### config.mk
export PLATFORM = sky130hd
export DESIGN_NAME = button_action_autorepeat
export DESIGN_NICKNAME = d
export VERILOG_FILES = /design/src/rtl/bnav_pkg.sv /design/src/rtl/bnav_core.sv /design/src/rtl/button_action_autorepeat.sv
export SDC_FILE = /design/constraint.sdc
export NUM_CORES = 1
export LEC_CHECK = 0
export ABC_AREA = 1
export BUFFER_PORTS_ARGS = -buffer_cell sky130_fd_sc_hd__buf_4
export CAP_MARGIN = 25
export CORE_ASPECT_RATIO = 0.75
export CORE_MARGIN = 3
export CORE_UTILIZATION = 30
export DETAILED_ROUTE_END_ITERATION = 16
export GPL_ROUTABILITY_DRIVEN = 0
export PLACE_DENSITY = 0.44
export SYNTH_ARGS = -nofsm -noshare
export SYNTH_HDL_FRONTEND = slang
export SYNTH_SLANG_ARGS = --single-unit
### constraint.sdc
create_clock -name clk -period 2.61 [get_ports clk]
set_input_delay 0.1305 -clock clk [delete_from_list [all_inputs] [get_ports clk]]
set_output_delay 0.1305 -clock clk [all_outputs]
set_load 0.05 [all_outputs]
### src/rtl/bnav_pkg.sv
// Shared types, codes and helper functions for the button navigation block.
// No dependencies; used by bnav_core and button_action_autorepeat.
package bnav_pkg;

  localparam int unsigned TimeW    = 32;
  localparam int unsigned DelayW   = 16;
  localparam int unsigned ButtonsW = 7;
  localparam int unsigned EdgeW    = 6;
  localparam int unsigned DirW     = 2;
  localparam int unsigned NumDirs  = 4;
  localparam int unsigned KindW    = 2;
  localparam int unsigned ActionW  = 3;
  localparam int unsigned CfgIdxW  = 1;

  localparam int unsigned ConfirmBit = 4;
  localparam int unsigned BackBit    = 5;
  localparam int unsigned HomeBit    = 6;

  localparam logic [DelayW-1:0] InitialDelayReset = DelayW'(400);
  localparam logic [DelayW-1:0] RepeatPeriodReset = DelayW'(150);

  // Item kinds.
  localparam logic [KindW-1:0] KIND_BUTTON = 2'd0;
  localparam logic [KindW-1:0] KIND_MOUSE  = 2'd1;
  localparam logic [KindW-1:0] KIND_RESYNC = 2'd2;

  // Navigation actions.
  localparam logic [ActionW-1:0] ACT_NONE   = 3'd0;
  localparam logic [ActionW-1:0] ACT_UP     = 3'd1;
  localparam logic [ActionW-1:0] ACT_SELECT = 3'd5;
  localparam logic [ActionW-1:0] ACT_BACK   = 3'd6;
  localparam logic [ActionW-1:0] ACT_HOME   = 3'd7;

  // Configuration register indexes.
  localparam logic [CfgIdxW-1:0] CFG_INITIAL_DELAY = 1'd0;
  localparam logic [CfgIdxW-1:0] CFG_REPEAT_PERIOD = 1'd1;

  typedef struct packed {
    logic [KindW-1:0]    kind;
    logic [ButtonsW-1:0] buttons_n;
    logic                system_home;
    logic [TimeW-1:0]    now_ms;
  } item_t;

  typedef struct packed {
    logic               has_result;
    logic [ActionW-1:0] action;
    logic               source;
  } result_t;

  typedef struct packed {
    logic [DelayW-1:0] press_delay_ms;
    logic [DelayW-1:0] repeat_period_ms;
  } cfg_t;

  // Index of the lowest set bit among the four directions.
  function automatic logic [DirW-1:0] first_dir(input logic [NumDirs-1:0] v);
    logic [DirW-1:0] idx;
    idx = '0;
    for (int i = NumDirs - 1; i >= 0; i--) begin
      if (v[i]) idx = DirW'(i);
    end
    return idx;
  endfunction

  // Index of the highest set bit among the four directions.
  function automatic logic [DirW-1:0] last_dir(input logic [NumDirs-1:0] v);
    logic [DirW-1:0] idx;
    idx = '0;
    for (int i = 0; i < NumDirs; i++) begin
      if (v[i]) idx = DirW'(i);
    end
    return idx;
  endfunction

  function automatic logic [ActionW-1:0] dir_action(input logic [DirW-1:0] d);
    return ACT_UP + ActionW'(d);
  endfunction

endpackage

### src/rtl/bnav_core.sv
// Decision logic and persistent state (edge history, repeat timer, source).
// Depends on bnav_pkg.
module bnav_core (
  input  logic             clk,
  input  logic             rst_n,
  input  logic             item_fire,
  input  bnav_pkg::item_t  item,
  input  bnav_pkg::cfg_t   cfg,
  output bnav_pkg::result_t result
);
  import bnav_pkg::*;

  logic [EdgeW-1:0] prev_buttons_n_r, prev_buttons_n_nxt;
  logic             repeat_valid_r, repeat_valid_nxt;
  logic [DirW-1:0]  repeat_dir_r, repeat_dir_nxt;
  logic [TimeW-1:0] next_repeat_time_r, next_repeat_time_nxt;
  logic             last_source_r, last_source_nxt;

  logic [ButtonsW-1:0] down;
  logic [EdgeW-1:0]    edges;
  logic [NumDirs-1:0]  held;
  logic [NumDirs-1:0]  held_rest;
  logic [DirW-1:0]     first_held, second_held, last_held;
  logic                has_second;
  logic                match, due;
  logic [TimeW-1:0]    diff;
  logic [TimeW-1:0]    now_plus_delay, now_plus_period;
  logic [ActionW-1:0]  button_action;

  always_comb begin
    down            = ~item.buttons_n;
    edges           = down[EdgeW-1:0] & prev_buttons_n_r;
    held            = down[NumDirs-1:0];
    first_held      = first_dir(held);
    last_held       = last_dir(held);
    held_rest       = held & (held - NumDirs'(1));
    has_second      = |held_rest;
    second_held     = first_dir(held_rest);
    match           = repeat_valid_r && (repeat_dir_r == first_held);
    diff            = item.now_ms - next_repeat_time_r;
    due             = ~diff[TimeW-1];
    now_plus_delay  = item.now_ms + TimeW'(cfg.press_delay_ms);
    now_plus_period = item.now_ms + TimeW'(cfg.repeat_period_ms);

    if (edges[ConfirmBit])   button_action = ACT_SELECT;
    else if (edges[BackBit]) button_action = ACT_BACK;
    else                     button_action = ACT_NONE;
  end

  always_comb begin
    prev_buttons_n_nxt   = prev_buttons_n_r;
    repeat_valid_nxt     = repeat_valid_r;
    repeat_dir_nxt       = repeat_dir_r;
    next_repeat_time_nxt = next_repeat_time_r;
    last_source_nxt      = last_source_r;
    result.has_result    = 1'b0;
    result.action        = ACT_NONE;

    case (item.kind)
      KIND_MOUSE: begin
        last_source_nxt = 1'b0;
      end
      KIND_RESYNC: begin
        prev_buttons_n_nxt   = item.buttons_n[EdgeW-1:0];
        repeat_valid_nxt     = 1'b0;
        repeat_dir_nxt       = '0;
        next_repeat_time_nxt = '0;
      end
      KIND_BUTTON: begin
        result.has_result = 1'b1;
        if (|down[EdgeW-1:0]) last_source_nxt = 1'b1;
        if (down[HomeBit] || item.system_home) begin
          // Home wins outright and leaves edge history and repeat alone.
          last_source_nxt = 1'b1;
          result.action   = ACT_HOME;
        end else begin
          prev_buttons_n_nxt = item.buttons_n[EdgeW-1:0];
          if (|edges[NumDirs-1:0]) begin
            repeat_valid_nxt     = 1'b1;
            repeat_dir_nxt       = first_dir(edges[NumDirs-1:0]);
            next_repeat_time_nxt = now_plus_delay;
            result.action        = dir_action(first_dir(edges[NumDirs-1:0]));
          end else if (|held) begin
            if (match && due) begin
              next_repeat_time_nxt = now_plus_period;
              result.action        = dir_action(first_held);
            end else if ((cfg.press_delay_ms == '0) && (!match || has_second)) begin
              // A re-armed direction is due at once when the delay is zero.
              repeat_valid_nxt     = 1'b1;
              repeat_dir_nxt       = match ? second_held : first_held;
              next_repeat_time_nxt = now_plus_period;
              result.action        = dir_action(match ? second_held : first_held);
            end else begin
              if (!(match && !has_second)) begin
                // Every held direction after the armed one re-arms in turn,
                // so the last one held ends up armed.
                repeat_valid_nxt     = 1'b1;
                repeat_dir_nxt       = last_held;
                next_repeat_time_nxt = now_plus_delay;
              end
              result.action = button_action;
            end
          end else begin
            repeat_valid_nxt = 1'b0;
            result.action    = button_action;
          end
        end
      end
      default: begin
      end
    endcase

    result.source = last_source_nxt;
  end

  always_ff @(posedge clk) begin
    if (!rst_n) begin
      prev_buttons_n_r   <= '1;
      repeat_valid_r     <= 1'b0;
      repeat_dir_r       <= '0;
      next_repeat_time_r <= '0;
      last_source_r      <= 1'b0;
    end else if (item_fire) begin
      prev_buttons_n_r   <= prev_buttons_n_nxt;
      repeat_valid_r     <= repeat_valid_nxt;
      repeat_dir_r       <= repeat_dir_nxt;
      next_repeat_time_r <= next_repeat_time_nxt;
      last_source_r      <= last_source_nxt;
    end
  end

endmodule

### src/rtl/button_action_autorepeat.sv
// Top level of the button navigation block: stream ports, configuration
// registers, input and result registers. Depends on bnav_pkg and bnav_core.

// Turns timestamped, active-low button samples into navigation actions with
// edge detection and directional autorepeat. An item on the input stream is a
// button sample, a mouse-activity note or a resync of the edge history (tuser
// selects which); only button samples give a result, exactly one each,
// carrying the action and the current input source. Action priority is home,
// then a newly pressed direction (which arms repeat after press_delay_ms),
// then repeat of a held direction every repeat_period_ms, then confirm and back
// edges. Times compare as a wrap-safe signed 32-bit difference, so now_ms may
// wrap freely. Every item is held in the input register and, if it gives a
// result, moves on into the result register once that register is free; the
// block takes one item per cycle while the result register is free or being
// drained. The rate is set by the single pass through the decision logic,
// whose state feeds the next item. Configuration is written through the cfg
// port (index 0 initial delay, index 1 repeat period); the user must write it
// only while no item is in flight, as the block does not enforce this. The
// port is always ready.
module button_action_autorepeat (
  input  logic                                  clk,
  input  logic                                  rst_n,
  // Input stream.
  input  logic                                  in_tvalid,
  output logic                                  in_tready,
  input  logic [39:0]                           in_tdata,  // buttons_n[6:0], system_home[7], now_ms[39:8]
  input  logic [bnav_pkg::KindW-1:0]            in_tuser,  // kind[1:0]
  // Result stream.
  output logic                                  out_tvalid,
  input  logic                                  out_tready,
  output logic [7:0]                            out_tdata, // action[2:0], source[3], zero[7:4]
  // Configuration write port.
  input  logic                                  cfg_valid,
  output logic                                  cfg_ready,
  input  logic [bnav_pkg::CfgIdxW-1:0]          cfg_index,
  input  logic [bnav_pkg::DelayW-1:0]           cfg_data
);
  import bnav_pkg::*;

  cfg_t    cfg_r;
  item_t   s1_item_r;
  logic    s1_valid_r;
  logic    out_valid_r;
  logic [ActionW-1:0] out_action_r;
  logic    out_source_r;

  result_t result;
  logic    out_free;
  logic    s1_advance;

  // The item in the input register moves on when it gives no result, or when
  // the result register is empty or being emptied this cycle.
  assign out_free   = !out_valid_r || out_tready;
  assign s1_advance = s1_valid_r && (!result.has_result || out_free);
  assign in_tready  = !s1_valid_r || s1_advance;
  assign cfg_ready  = 1'b1;

  always_ff @(posedge clk) begin
    if (!rst_n) begin
      cfg_r.press_delay_ms   <= InitialDelayReset;
      cfg_r.repeat_period_ms <= RepeatPeriodReset;
    end else if (cfg_valid) begin
      case (cfg_index)
        CFG_INITIAL_DELAY: cfg_r.press_delay_ms   <= cfg_data;
        CFG_REPEAT_PERIOD: cfg_r.repeat_period_ms <= cfg_data;
        default: begin
        end
      endcase
    end
  end

  // Input register.
  always_ff @(posedge clk) begin
    if (!rst_n) begin
      s1_valid_r <= 1'b0;
    end else if (in_tready) begin
      s1_valid_r <= in_tvalid;
    end
  end

  always_ff @(posedge clk) begin
    if (in_tready && in_tvalid) begin
      s1_item_r.kind        <= in_tuser;
      s1_item_r.buttons_n   <= in_tdata[ButtonsW-1:0];
      s1_item_r.system_home <= in_tdata[ButtonsW];
      s1_item_r.now_ms      <= in_tdata[ButtonsW+TimeW:ButtonsW+1];
    end
  end

  bnav_core u_core (
    .clk       (clk),
    .rst_n     (rst_n),
    .item_fire (s1_advance),
    .item      (s1_item_r),
    .cfg       (cfg_r),
    .result    (result)
  );

  // Result register.
  always_ff @(posedge clk) begin
    if (!rst_n) begin
      out_valid_r <= 1'b0;
    end else if (out_free) begin
      out_valid_r <= s1_advance && result.has_result;
    end
  end

  always_ff @(posedge clk) begin
    if (out_free && s1_advance && result.has_result) begin
      out_action_r <= result.action;
      out_source_r <= result.source;
    end
  end

  assign out_tvalid = out_valid_r;
  assign out_tdata  = {4'b0000, out_source_r, out_action_r};

endmodule
==> results of run 1 <==
-- worst min-delay path, stage by stage --
cell and delay, ns:
buf_4 0.08, nor2_1 0.06, nor2_1 0.10, nor2_1 0.04
-- layer usage --
metal  global-route usage (%)  wire [um]  vias up
li1                         -          -     4454
met5                        0          0        -
met2                     26.0      11200      169
met4                     3.85        253        0
met3                     2.98       1160       18
met1                     28.2      15400     3916
-- worst max path at each step --
stage	cells past startpoint	slack [ns]	to	start
2_1_floorplan	5	0.17	s1_item_r[0]$_DFFE_PP_	out_tvalid$_SDFFE_PN0P_
3_3_place_gp	17	-0.004	u_core.next_repeat_time_r[9]$_SDFFE_PN0P_	s1_item_r[2]$_DFFE_PP_
3_5_place_dp	17	0.02	u_core.next_repeat_time_r[3]$_SDFFE_PN0P_	s1_item_r[6]$_DFFE_PP_
4_1_cts	17	0.02	u_core.next_repeat_time_r[8]$_SDFFE_PN0P_	s1_item_r[4]$_DFFE_PP_
5_1_grt	17	-0.02	u_core.next_repeat_time_r[25]$_SDFFE_PN0P_	s1_item_r[26]$_DFFE_PP_
6_report	14	0.12	u_core.next_repeat_time_r[19]$_SDFFE_PN0P_	s1_item_r[2]$_DFFE_PP_
-- through the flow --
step / cells / instance area, um2 / TNS [ns]
3_5_place_dp: 1732 / 10000 / 0
4_1_cts: 1828 / 11200 / 0
2_1_floorplan: 1249 / 8650 / 0
3_3_place_gp: 1732 / 10000 / -0.00401
5_1_grt: 1835 / 11400 / -0.128
6_report: 1835 / 11400 / 0
-- registers in the layout, summed over array words and instances (netlist names) --
name	count
u_core.next_repeat_time_r	32
u_core.repeat_valid_r	1
u_core.last_source_r	1
out_tvalid	1
out_action_r	3
s1_item_r	42
out_source_r	1
s1_valid_r	1
u_core.repeat_dir_r	2
u_core.prev_buttons_n_r	6
cfg_r	32
-- cell families after synthesis --
kind of cell,share of synthesized area [%]
other,0.0870
adder cells (fa/ha/maj),9.88
XOR/XNOR,4.56
AO/OA/AOI/OAI,10.7
flip-flops,33.6
AND/OR/NAND/NOR,32.6
buffers and inverters,8.59
-- cells in the final DEF (no fill, tap or decap), drive strengths merged, types with 2 or more instances in the layout --
cell / count
a21o: 9
a21oi: 91
a221oi: 2
a31oi: 2
buf: 146
clkbuf: 26
clkinv: 8
conb: 5
dfxtp: 76
dlygate4sd3: 59
edfxtp: 46
fa: 2
ha: 65
inv: 138
nand2: 362
nand3: 121
nand3b: 5
nand4: 10
nor2: 140
nor3: 10
nor4: 8
o211ai: 6
o21ai: 58
xnor2: 21
xor2: 24
-- repair_timing --
action	CTS	global route
setup buffers	5	5
setup endpoints to repair	6	38
endpoints found under the hold margin	72	0
cloned	0	2
hold buffers	59	0
gates resized for setup	0	44
pin swaps	0	8
-- where the power goes --
part	switching, mW	leakage (nW)	internal (mW)
combinational	0.730	3.87	0.532
sequential	0.0757	1.07	2.07
clock	0.908	0.277	1.41
-- area by class of cell --
cell class / instances / area [um2] / share of cell area [%]
Tap cell: 385 / 482 / 4.21
Sequential cell: 122 / 2900 / 25.4
Multi-Input combinational cell: 949 / 5160 / 45.1
Clock buffer: 24 / 493 / 4.31
Clock inverter: 8 / 70.1 / 0.612
Timing Repair Buffer: 207 / 1810 / 15.8
Inverter: 140 / 532 / 4.64
==> results by group, run 1 <==
Status
  – Status: finished clean

Cells and area
  – Fillers: around 3,000
  – Layout area overhead: 32.6%
  – Layout cells sized above 1: about 16%
  – Nets: about 1,600
  – ANT cells: 0
  – Final Core Density: ~40%

Global route
  – First-pass GRT wire length: approximately 44 mm
  – Initial antenna violation count: 0
  – GRT Residual Overflow: 0
  – Global-route usage over all layers: around 18%
  – Largest net degree at the start of global routing: 39
  – Vias in the first global route: 8,130

Power and ir drop
  – Leak: roughly 5.2 nW
  – Tot Pwr: roughly 5.7 mW
  – P per Cell Area: between 400 and 500 mW/mm2
  – Worst vdd ir: 409 uV

STA
  – WHS: about 0.019 ns
  – RSZ-0062 raised after global routing: true
  – Final setup viols: 0
  – Slew @ Worst Pin: between 0.8 and 0.9 ns
  – Clock skew: ~0.0090 ns
  – Final period util: 95.2%
  – Crit path time final: between 2 and 2.5 ns
  – Final Hold Vio Count: 0
  – Final setup margin: approximately 0.12 ns
  – Slew Limit Fails: 0
  – Fmax: approximately 400 MHz
  – Relative slew margins: a little over two fifths

Routing
  – Final wirelength: ~28 mm
  – Drt pass-1 iters: 5
  – DR WL/cell: about 15 um
  – DR iter-0 viols: around 500
  – Via Count: about 8,600
  – Residual DRC: 0
  – Final ANT Viol Nets: 0
  – Via density: about 4.7

Setup path
  – CP max-delay cell: edfxtp_1
  – Critical path, cell by cell: buf_4 -> ha_1 -> buf_4 -> a21oi_2 -> nand2_1 -> nand2_1 -> nand2_1 -> nand2_1 -> nand2_1 -> a21oi_1 -> xor2_1 -> nand2_2 -> nand3_1 -> a21oi_1
  – Worst R2R Setup Slack: 0.12 ns
  – CP max stage delay: between 0.4 and 0.5 ns
  – CP endpoint kind: register
  – Critical path type: reg -> reg
  – Reg-to-reg startpoint: s1_item_r[2]$_DFFE_PP_
  – Crit Path Max Fanout: 5
  – Crit path max-delay family: simple AND/OR/NAND/NOR gates
  – Worst Path Buf+Inv: 2
  – Data arrival, critical path: 2.81 ns
  – WP data required: between 2 and 3 ns
  – Worst Setup Start Kind: register
  – Reg2reg end: u_core.next_repeat_time_r[19]$_SDFFE_PN0P_
  – Most used cell, CP: nand2_1
  – Reg2Reg Depth: 14

Yosys
  – Seq/Total Area, Yosys: 33.6%
  – EDFF count, synth: 46
  – Top_reg_cell synth: dfxtp_1
  – FFs w/ async S/R, synth: 0%
  – Most frequent cell after synthesis: nand2_1
  – Avg Inst Size Synth: just under 7 um2
  – Area share of the largest cell type after synthesis: between 15 and 20%
  – Post-synth cell types: 44
  – Syn. warnings: 0
  – Post-synth top area cell: dfxtp_1
  – Post-synth top cells: nand2_1 (346), nor2_1 (137), inv_1 (134)
  – Mapped Area: between 0.008 and 0.009 mm2
  – Most area-consuming cells after synthesis: dfxtp_1 (18%), edfxtp_1 (16%), nand2_1 (15%)
  – #FFs+latches synth: 122
  – Post-synthesis cell count: around 1,200

Floorplanning
  – Initial Util: between 30% and 40%
  – DIE HEIGHT: 153 um
  – # rows: 53
  – Chip width: 202 um
  – Core area: ~0.028 mm2
  – # IOs: 75
  – Die Area: slightly above 0.03 mm2

CTS
  – Clk sinks: about 120
  – Clock transition at path regs: approximately 0.06 ns
  – H-tree depth: 4
  – Num CTS Buffers: 17
  – CTS Root Cell: clkbuf_16
  – Worst-Skew Late Latency: 0.43 ns
  – CTS tree: yes
  – Clk buf depth: 2

Place
  – Place WS: 0.0181 ns
  – Detailed Place HPWL: ~22 mm
  – Port Buffers: about 70

Hold path
  – Worst hold endpoint: out_tvalid$_SDFFE_PN0P_
  – Tightest Hold Check Type: in -> reg
  – Hold_sp: out_tready
  – Worst Hold Depth: 4

Flow run
  – Max Cap Viol: 0
Power figures use the tool's default switching activity.
==> inputs of run 2 (changes only) <==
--- a/config.mk
+++ b/config.mk
@@ -6,14 +6,14 @@
 export NUM_CORES = 1
 export LEC_CHECK = 0
 export ABC_AREA = 1
-export BUFFER_PORTS_ARGS = -buffer_cell sky130_fd_sc_hd__buf_4
 export CAP_MARGIN = 25
 export CORE_ASPECT_RATIO = 0.75
 export CORE_MARGIN = 3
 export CORE_UTILIZATION = 30
 export DETAILED_ROUTE_END_ITERATION = 16
+export DONT_BUFFER_PORTS = 1
 export GPL_ROUTABILITY_DRIVEN = 0
-export PLACE_DENSITY = 0.44
+export PLACE_DENSITY = 0.42
 export SYNTH_ARGS = -nofsm -noshare
 export SYNTH_HDL_FRONTEND = slang
 export SYNTH_SLANG_ARGS = --single-unit
==> run 2 against run 1 <==
Worst hold slack better by 0.054 ns; routed wire length up 5.0%; largest cell class unchanged; clock power up 12%; via count down 1.8%; critical path depth unchanged; cell count down 3.3%; utilization down 0.36 points; first-iteration DRC count up 40%; design area down 0.90%.
==> results by group, run 2 (synthesis gave the netlist of run 1 again) <==
Setup path
  – Reg2reg end: u_core.next_repeat_time_r[12]$_SDFFE_PN0P_ (was u_core.next_repeat_time_r[19]$_SDFFE_PN0P_)
  – Data arrival, critical path: 2.88 ns (was 2.81 ns)
  – Critical path, cell by cell: ha_4 -> nand2_1 -> nor2_2 -> nand4_1 -> nor2b_4 -> nand2_2 -> nand3_2 -> nand3_4 -> nand2_8 -> nand2_8 -> buf_12 -> nand2_2 -> nand3_2 -> a21oi_1 (was buf_4 -> ha_1 -> buf_4 -> a21oi_2 -> nand2_1 -> nand2_1 -> nand2_1 -> nand2_1 -> nand2_1 -> a21oi_1 -> xor2_1 -> nand2_2 -> nand3_1 -> a21oi_1)
  – CP max stage delay: 0.42 ns (was 0.48 ns)
  – Worst R2R Setup Slack: 0.10 ns (was 0.12 ns)
  – CP endpoint kind: register (unchanged)
  – Critical path type: reg -> reg (unchanged)
  – Worst Path Buf+Inv: 1 (was 2)
  – Crit Path Max Fanout: 8 (was 5)
  – Crit path max-delay family: simple AND/OR/NAND/NOR gates (unchanged)
  – WP data required: 2.98 ns (was 2.93 ns)
  – CP max-delay cell: edfxtp_1 (unchanged)
  – Reg2Reg Depth: 14 (unchanged)
  – Worst Setup Start Kind: register (unchanged)
  – Reg-to-reg startpoint: s1_item_r[20]$_DFFE_PP_ (was s1_item_r[2]$_DFFE_PP_)

STA
  – Slew @ Worst Pin: 0.759 ns (was 0.848 ns)
  – Final Hold Vio Count: 0 (unchanged)
  – Relative slew margins: 49.3% (was 43.4%)
  – Clock skew: 0.0104 ns (was 0.00905 ns)
  – WHS: 0.0729 ns (was 0.0192 ns)
  – Slew Limit Fails: 0 (unchanged)
  – RSZ-0062 raised after global routing: true (unchanged)
  – Crit path time final: 2.51 ns (was 2.49 ns)
  – Fmax: 399 MHz (was 402 MHz)
  – Setup TNS: 0 ns (unchanged)
  – Final setup viols: 0 (unchanged)
  – Final setup margin: 0.101 ns (was 0.125 ns)
  – Final period util: 96.1% (was 95.2%)

Hold path
  – Worst Hold Depth: 4 (unchanged)
  – Worst hold endpoint: cfg_r[24]$_SDFFE_PN1P_ (was out_tvalid$_SDFFE_PN0P_)
  – Tightest Hold Check Type: in -> reg (unchanged)
  – Hold_sp: cfg_index (was out_tready)

Routing
  – DR WL/cell: 16.6 um (was 15.3 um)
  – Drt pass-1 iters: 5 (unchanged)
  – Via density: 4.74 (was 4.66)
  – Final wirelength: 29.5 mm (was 28.1 mm)
  – Final ANT Viol Nets: 0 (unchanged)
  – DR iter-0 viols: 705 (was 504)
  – Residual DRC: 0 (unchanged)
  – Via Count: 8,407 (was 8,557)

Global route
  – Largest net degree at the start of global routing: 40 (was 39)
  – Vias in the first global route: 7,929 (was 8,130)
  – First-pass GRT wire length: 44.6 mm (was 44.1 mm)
  – Initial antenna violation count: 1 (was 0)
  – Global-route usage over all layers: 18.6% (was 18.1%)
  – GRT Residual Overflow: 0 (unchanged)

Place
  – Placed cell areas: 0.00948 mm2 (was 0.0100 mm2)
  – Detailed Place HPWL: 21.6 mm (was 21.7 mm)
  – Port Buffers: 0 (was 69)
  – DP Cell Count: 1,661 (was 1,732)
  – Place WS: -0.0553 ns (was 0.0181 ns)

Power and ir drop
  – Worst vdd ir: 490 uV (was 409 uV)
  – P per Cell Area: 525 mW/mm2 (was 500 mW/mm2)
  – Leak: 4.99 nW (was 5.22 nW)
  – Tot Pwr: 5.96 mW (was 5.72 mW)

Floorplanning
  – Die Area: 0.0309 mm2 (unchanged)
  – # rows: 53 (unchanged)
  – Chip width: 202 um (unchanged)
  – Core area: 0.0282 mm2 (unchanged)
  – # IOs: 75 (unchanged)
  – Initial Util: 30.6% (unchanged)
  – DIE HEIGHT: 153 um (unchanged)

Cells and area
  – Fin cells: 1,774 (was 1,835)
  – Fillers: 2,960 (was 3,015)
  – Sequential Area: 0.00290 mm2 (unchanged)
  – Most frequent cells in the layout: nand2_1 (330), inv_1 (133), nor2_1 (132), nand3_1 (113), a21oi_1 (80) (was nand2_1 (337), buf_4 (139), nor2_1 (134), inv_1 (133), nand3_1 (114))
  – Finished Cell Area: 0.0113 mm2 (was 0.0114 mm2)
  – Final Core Density: 40.3% (was 40.6%)
  – ANT cells: 0 (unchanged)
  – Multi-input logic area: 0.00531 mm2 (was 0.00516 mm2)
  – Nets: 1,507 (was 1,568)
  – Biggest register: s1_item_r (unchanged)
  – Top Registers: s1_item_r (42), cfg_r (32), u_core.next_repeat_time_r (32) (unchanged)
  – Most common cell after layout, fill and taps aside: nand2_1 (unchanged)
  – Number of flip-flops in the largest register: 42 (unchanged)
  – Layout area overhead: 31.4% (was 32.6%)
  – Layout cells sized above 1: 14.3% (was 16.5%)

CTS
  – Clk sinks: 122 (unchanged)
  – H-tree depth: 4 (unchanged)
  – Worst-Skew Late Latency: 0.45 ns (was 0.43 ns)
  – Clk buf depth: 2 (unchanged)
  – Clock transition at path regs: 0.06 ns (about the same)
  – CTS Root Cell: clkbuf_16 (unchanged)
  – Num CTS Buffers: 17 (unchanged)
  – CTS tree: yes (unchanged)

Status
  – Status: finished clean (unchanged)

Flow run
  – Max Cap Viol: 0 (unchanged)
==> run 2: worst max-delay path by stage <==
stage / from / end / slack [ns] / cells past startpoint
floorplan: out_tvalid$_SDFFE_PN0P_ / s1_item_r[0]$_DFFE_PP_ / 0.17 / 5
global placement: s1_item_r[14]$_DFFE_PP_ / u_core.next_repeat_time_r[12]$_SDFFE_PN0P_ / -0.05 / 17
detailed placement: s1_item_r[14]$_DFFE_PP_ / u_core.next_repeat_time_r[12]$_SDFFE_PN0P_ / -0.06 / 17
CTS: s1_item_r[22]$_DFFE_PP_ / u_core.next_repeat_time_r[12]$_SDFFE_PN0P_ / 0.002 / 15
global route: s1_item_r[26]$_DFFE_PP_ / u_core.next_repeat_time_r[8]$_SDFFE_PN0P_ / -0.06 / 17
finish: s1_item_r[20]$_DFFE_PP_ / u_core.next_repeat_time_r[12]$_SDFFE_PN0P_ / 0.10 / 14
==> run 2: routing by layer <==
metal	global-route usage, %	wire length [um]
met5	0	0
met4	4.88	336
met2	26.0	11800
met3	3.34	1640
met1	29.1	15800
==> run 2: worst register-to-register path, cell delays in order, from the launching register on <==
cell and delay [ns]:
edfxtp_1 0.42, ha_4 0.29, nand2_1 0.05, nor2_2 0.15
nand4_1 0.27, nor2b_4 0.21, nand2_2 0.07, nand3_2 0.09
nand3_4 0.14, nand2_8 0.14, nand2_8 0.09, buf_12 0.18
nand2_2 0.09, nand3_2 0.09, a21oi_1 0.16
==> run 2: layout make-up <==
| cell class | count | share of cell area [%] |
|---|---|---|
| clock inverter | 14 | 1.73 |
| clock buffer | 18 | 3.87 |
| sequential | 122 | 25.6 |
| timing repair buffer | 146 | 13.1 |
| tap | 385 | 4.25 |
| inverter | 140 | 4.75 |
| multi-input combinational | 949 | 46.8 |
==> run 2: report_power, final <==
| group | total (mW) | internal [mW] | leakage (nW) | switching [mW] |
|---|---|---|---|---|
| Clock | 2.60 | 1.62 | 0.304 | 0.973 |
| Combinational | 1.21 | 0.487 | 3.62 | 0.726 |
| Sequential | 2.15 | 2.07 | 1.07 | 0.0817 |
==> run 2: what timing repair did <==
action	CTS	global route
pin swaps	1	18
setup buffers	0	9
gates cloned	0	8
endpoints found under the setup margin	20	36
hold buffers	64	0
resized for setup	5	69
endpoints found under the hold margin	82	0
==> inputs of run 3 (changes only) <==
==> constraint.sdc (replaced) <==
create_clock -name clk -period 2.61 [get_ports clk]
set_input_delay 0.1305 -clock clk [delete_from_list [all_inputs] [get_ports clk]]
set_output_delay 0.1305 -clock clk [all_outputs]
set_load 0.02 [all_outputs]
==> run 3 against run 2 <==
Sequential share of layout area up 0.096 points; largest power group unchanged; non-clock buffer count rose by 1; power is 2.7% lower; setup slack worse by 0.080 ns.
==> results by group, run 3 (synthesis gave the netlist of run 1 again) <==
STA
  – Setup TNS: 0 ns (unchanged)
  – Clock skew: 0.0119 ns (was 0.0104 ns)
  – Final setup viols: 0 (unchanged)
  – Final period util: 99.2% (was 96.1%)
  – Slew @ Worst Pin: 0.673 ns (was 0.759 ns)
  – Final Hold Vio Count: 0 (unchanged)
  – RSZ-0062 raised after global routing: true (unchanged)
  – Crit path time final: 2.59 ns (was 2.51 ns)
  – Slew Limit Fails: 0 (unchanged)
  – Relative slew margins: 55.1% (was 49.3%)
  – Fmax: 386 MHz (was 399 MHz)

Cells and area
  – Top Registers: s1_item_r (42), cfg_r (32), u_core.next_repeat_time_r (32) (unchanged)
  – Most common cell after layout, fill and taps aside: nand2_1 (unchanged)
  – Layout area overhead: 30.9% (was 31.4%)
  – ANT cells: 0 (unchanged)
  – Sequential Area: 0.00290 mm2 (about the same)
  – Multi-input logic area: 0.00533 mm2 (was 0.00531 mm2)
  – Layout cells sized above 1: 15.0% (was 14.3%)
  – Most frequent cells in the layout: nand2_1 (320), inv_1 (133), nor2_1 (133), nand3_1 (113), a21oi_1 (76) (was nand2_1 (330), inv_1 (133), nor2_1 (132), nand3_1 (113), a21oi_1 (80))
  – Biggest register: s1_item_r (unchanged)
  – Nets: 1,508 (was 1,507)
  – Number of flip-flops in the largest register: 42 (unchanged)
  – Fillers: 2,984 (was 2,960)

Routing
  – Via Count: 8,392 (was 8,407)
  – Final wirelength: 29.2 mm (was 29.5 mm)
  – Residual DRC: 0 (unchanged)
  – Via density: 4.73 (was 4.74)
  – Drt pass-1 iters: 5 (unchanged)
  – Final ANT Viol Nets: 0 (unchanged)
  – DR WL/cell: 16.5 um (was 16.6 um)
  – DR iter-0 viols: 563 (was 705)

Setup path
  – Crit Path Max Fanout: 9 (was 8)
  – Reg-to-reg startpoint: s1_item_r[30]$_DFFE_PP_ (was s1_item_r[20]$_DFFE_PP_)
  – Worst Setup SP: s1_item_r[30]$_DFFE_PP_ (was s1_item_r[20]$_DFFE_PP_)
  – Data arrival, critical path: 2.96 ns (was 2.88 ns)
  – CP endpoint kind: register (unchanged)
  – Worst R2R Setup Slack: 0.02 ns (was 0.10 ns)
  – Critical path type: reg -> reg (unchanged)
  – Worst Setup Start Kind: register (unchanged)
  – WP data required: 2.98 ns (about the same)

CTS
  – Worst-Skew Late Latency: 0.45 ns (about the same)
  – CTS Root Cell: clkbuf_16 (unchanged)
  – Clk sinks: 122 (unchanged)
  – CTS tree: yes (unchanged)
  – H-tree depth: 4 (unchanged)
  – Clk buf depth: 2 (unchanged)
  – Clock transition at path regs: 0.06 ns (about the same)
  – Num CTS Buffers: 17 (unchanged)

Power and ir drop
  – Leak: 4.97 nW (was 4.99 nW)
  – P per Cell Area: 513 mW/mm2 (was 525 mW/mm2)
  – Tot Pwr: 5.80 mW (was 5.96 mW)
  – Worst vdd ir: 465 uV (was 490 uV)

Place
  – Port Buffers: 0 (unchanged)
  – Detailed Place HPWL: 21.7 mm (was 21.6 mm)

Floorplanning
  – Initial Util: 30.6% (unchanged)
  – Core area: 0.0282 mm2 (unchanged)
  – Chip width: 202 um (unchanged)
  – Die Area: 0.0309 mm2 (unchanged)
  – # IOs: 75 (unchanged)
  – # rows: 53 (unchanged)
  – DIE HEIGHT: 153 um (unchanged)

Status
  – Status: finished clean (unchanged)

Global route
  – Largest net degree at the start of global routing: 40 (unchanged)
  – First-pass GRT wire length: 44.9 mm (was 44.6 mm)
  – GRT Residual Overflow: 0 (unchanged)
  – Vias in the first global route: 8,065 (was 7,929)
  – Global-route usage over all layers: 18.7% (was 18.6%)
  – Initial antenna violation count: 0 (was 1)

Hold path
  – Hold_sp: cfg_index (unchanged)
  – Tightest Hold Check Type: in -> reg (unchanged)

Flow run
  – Max Cap Viol: 0 (unchanged)
[run 3: changes by cell type in the layout (fill, tap and decap cells not counted), sizes merged]
cell | previous run | this run
bufinv | 4 | 3
buf | 77 | 76
dlygate4sd3 | 63 | 65
clkbuf | 24 | 25
clkinv | 9 | 7
clkinvlp | 2 | 4
[run 3: routing by layer]
layer,wire (um),vias up,track usage (%)
met3,1310,20,3.94
met5,0,-,0
met2,11700,177,26.3
li1,-,4339,-
met1,15900,3856,28.8
met4,330,0,4.45
[run 3: worst max-delay path, stage by stage, from the launching register on]
cell,delay [ns]
edfxtp_1,0.44
ha_4,0.30
nand2_1,0.07
nor2_2,0.14
nor3b_4,0.30
nor2b_4,0.23
nand2_4,0.06
nand3_2,0.09
nand3_4,0.14
nand2_4,0.13
nand3_4,0.11
inv_8,0.13
buf_8,0.14
nand3_1,0.09
a21oi_1,0.14
[run 3: through the flow]
step | setup WS [ns] | cells | instance area (um2) | hold slack [ns] | util (%)
2_1_floorplan | 0.348 | 1249 | 8650 | 0.229 | -
3_3_place_gp | -0.0249 | 1661 | 9450 | 0.221 | 33.5
3_5_place_dp | -0.0511 | 1662 | 9470 | 0.222 | 33.6
4_1_cts | 0.0243 | 1762 | 10800 | 0.107 | 38.2
5_1_grt | -0.0864 | 1775 | 11300 | 0.157 | 40.1
6_report | 0.0217 | 1775 | 11300 | 0.131 | 40.1
[run 3: layout make-up]
type                    count  area share [%]
repair buffers            147            12.9
well taps                 385            4.26
flip-flops and latches    122            25.7
multi-input cells         949            47.2
clock inverters            13            1.34
inverters                 140            4.72
clock buffers              19            3.92
[run 3: what timing repair did]
item / 4_1_cts / 5_1_grt
hold buffers: 66 / 0
resized for setup: 4 / 87
endpoints found under the hold margin: 82 / 0
pin swaps: 1 / 19
buffers inserted: 2 / 7
gates cloned: 0 / 6
setup endpoints to repair: 30 / 35
[run 3: report_power, final]
group          switching (mW)  internal [mW]
sequential             0.0763           2.07
clock                   0.924           1.51
combinational           0.725          0.496
[run 3: final timing paths]
check | cells past startpoint | to
setup / recovery | 14 | u_core.next_repeat_time_r[8]$_SDFFE_PN0P_
hold reg to reg | 2 | u_core.next_repeat_time_r[25]$_SDFFE_PN0P_
setup reg to reg | 14 | u_core.next_repeat_time_r[8]$_SDFFE_PN0P_
hold / removal | 4 | cfg_r[17]$_SDFFE_PN0P_
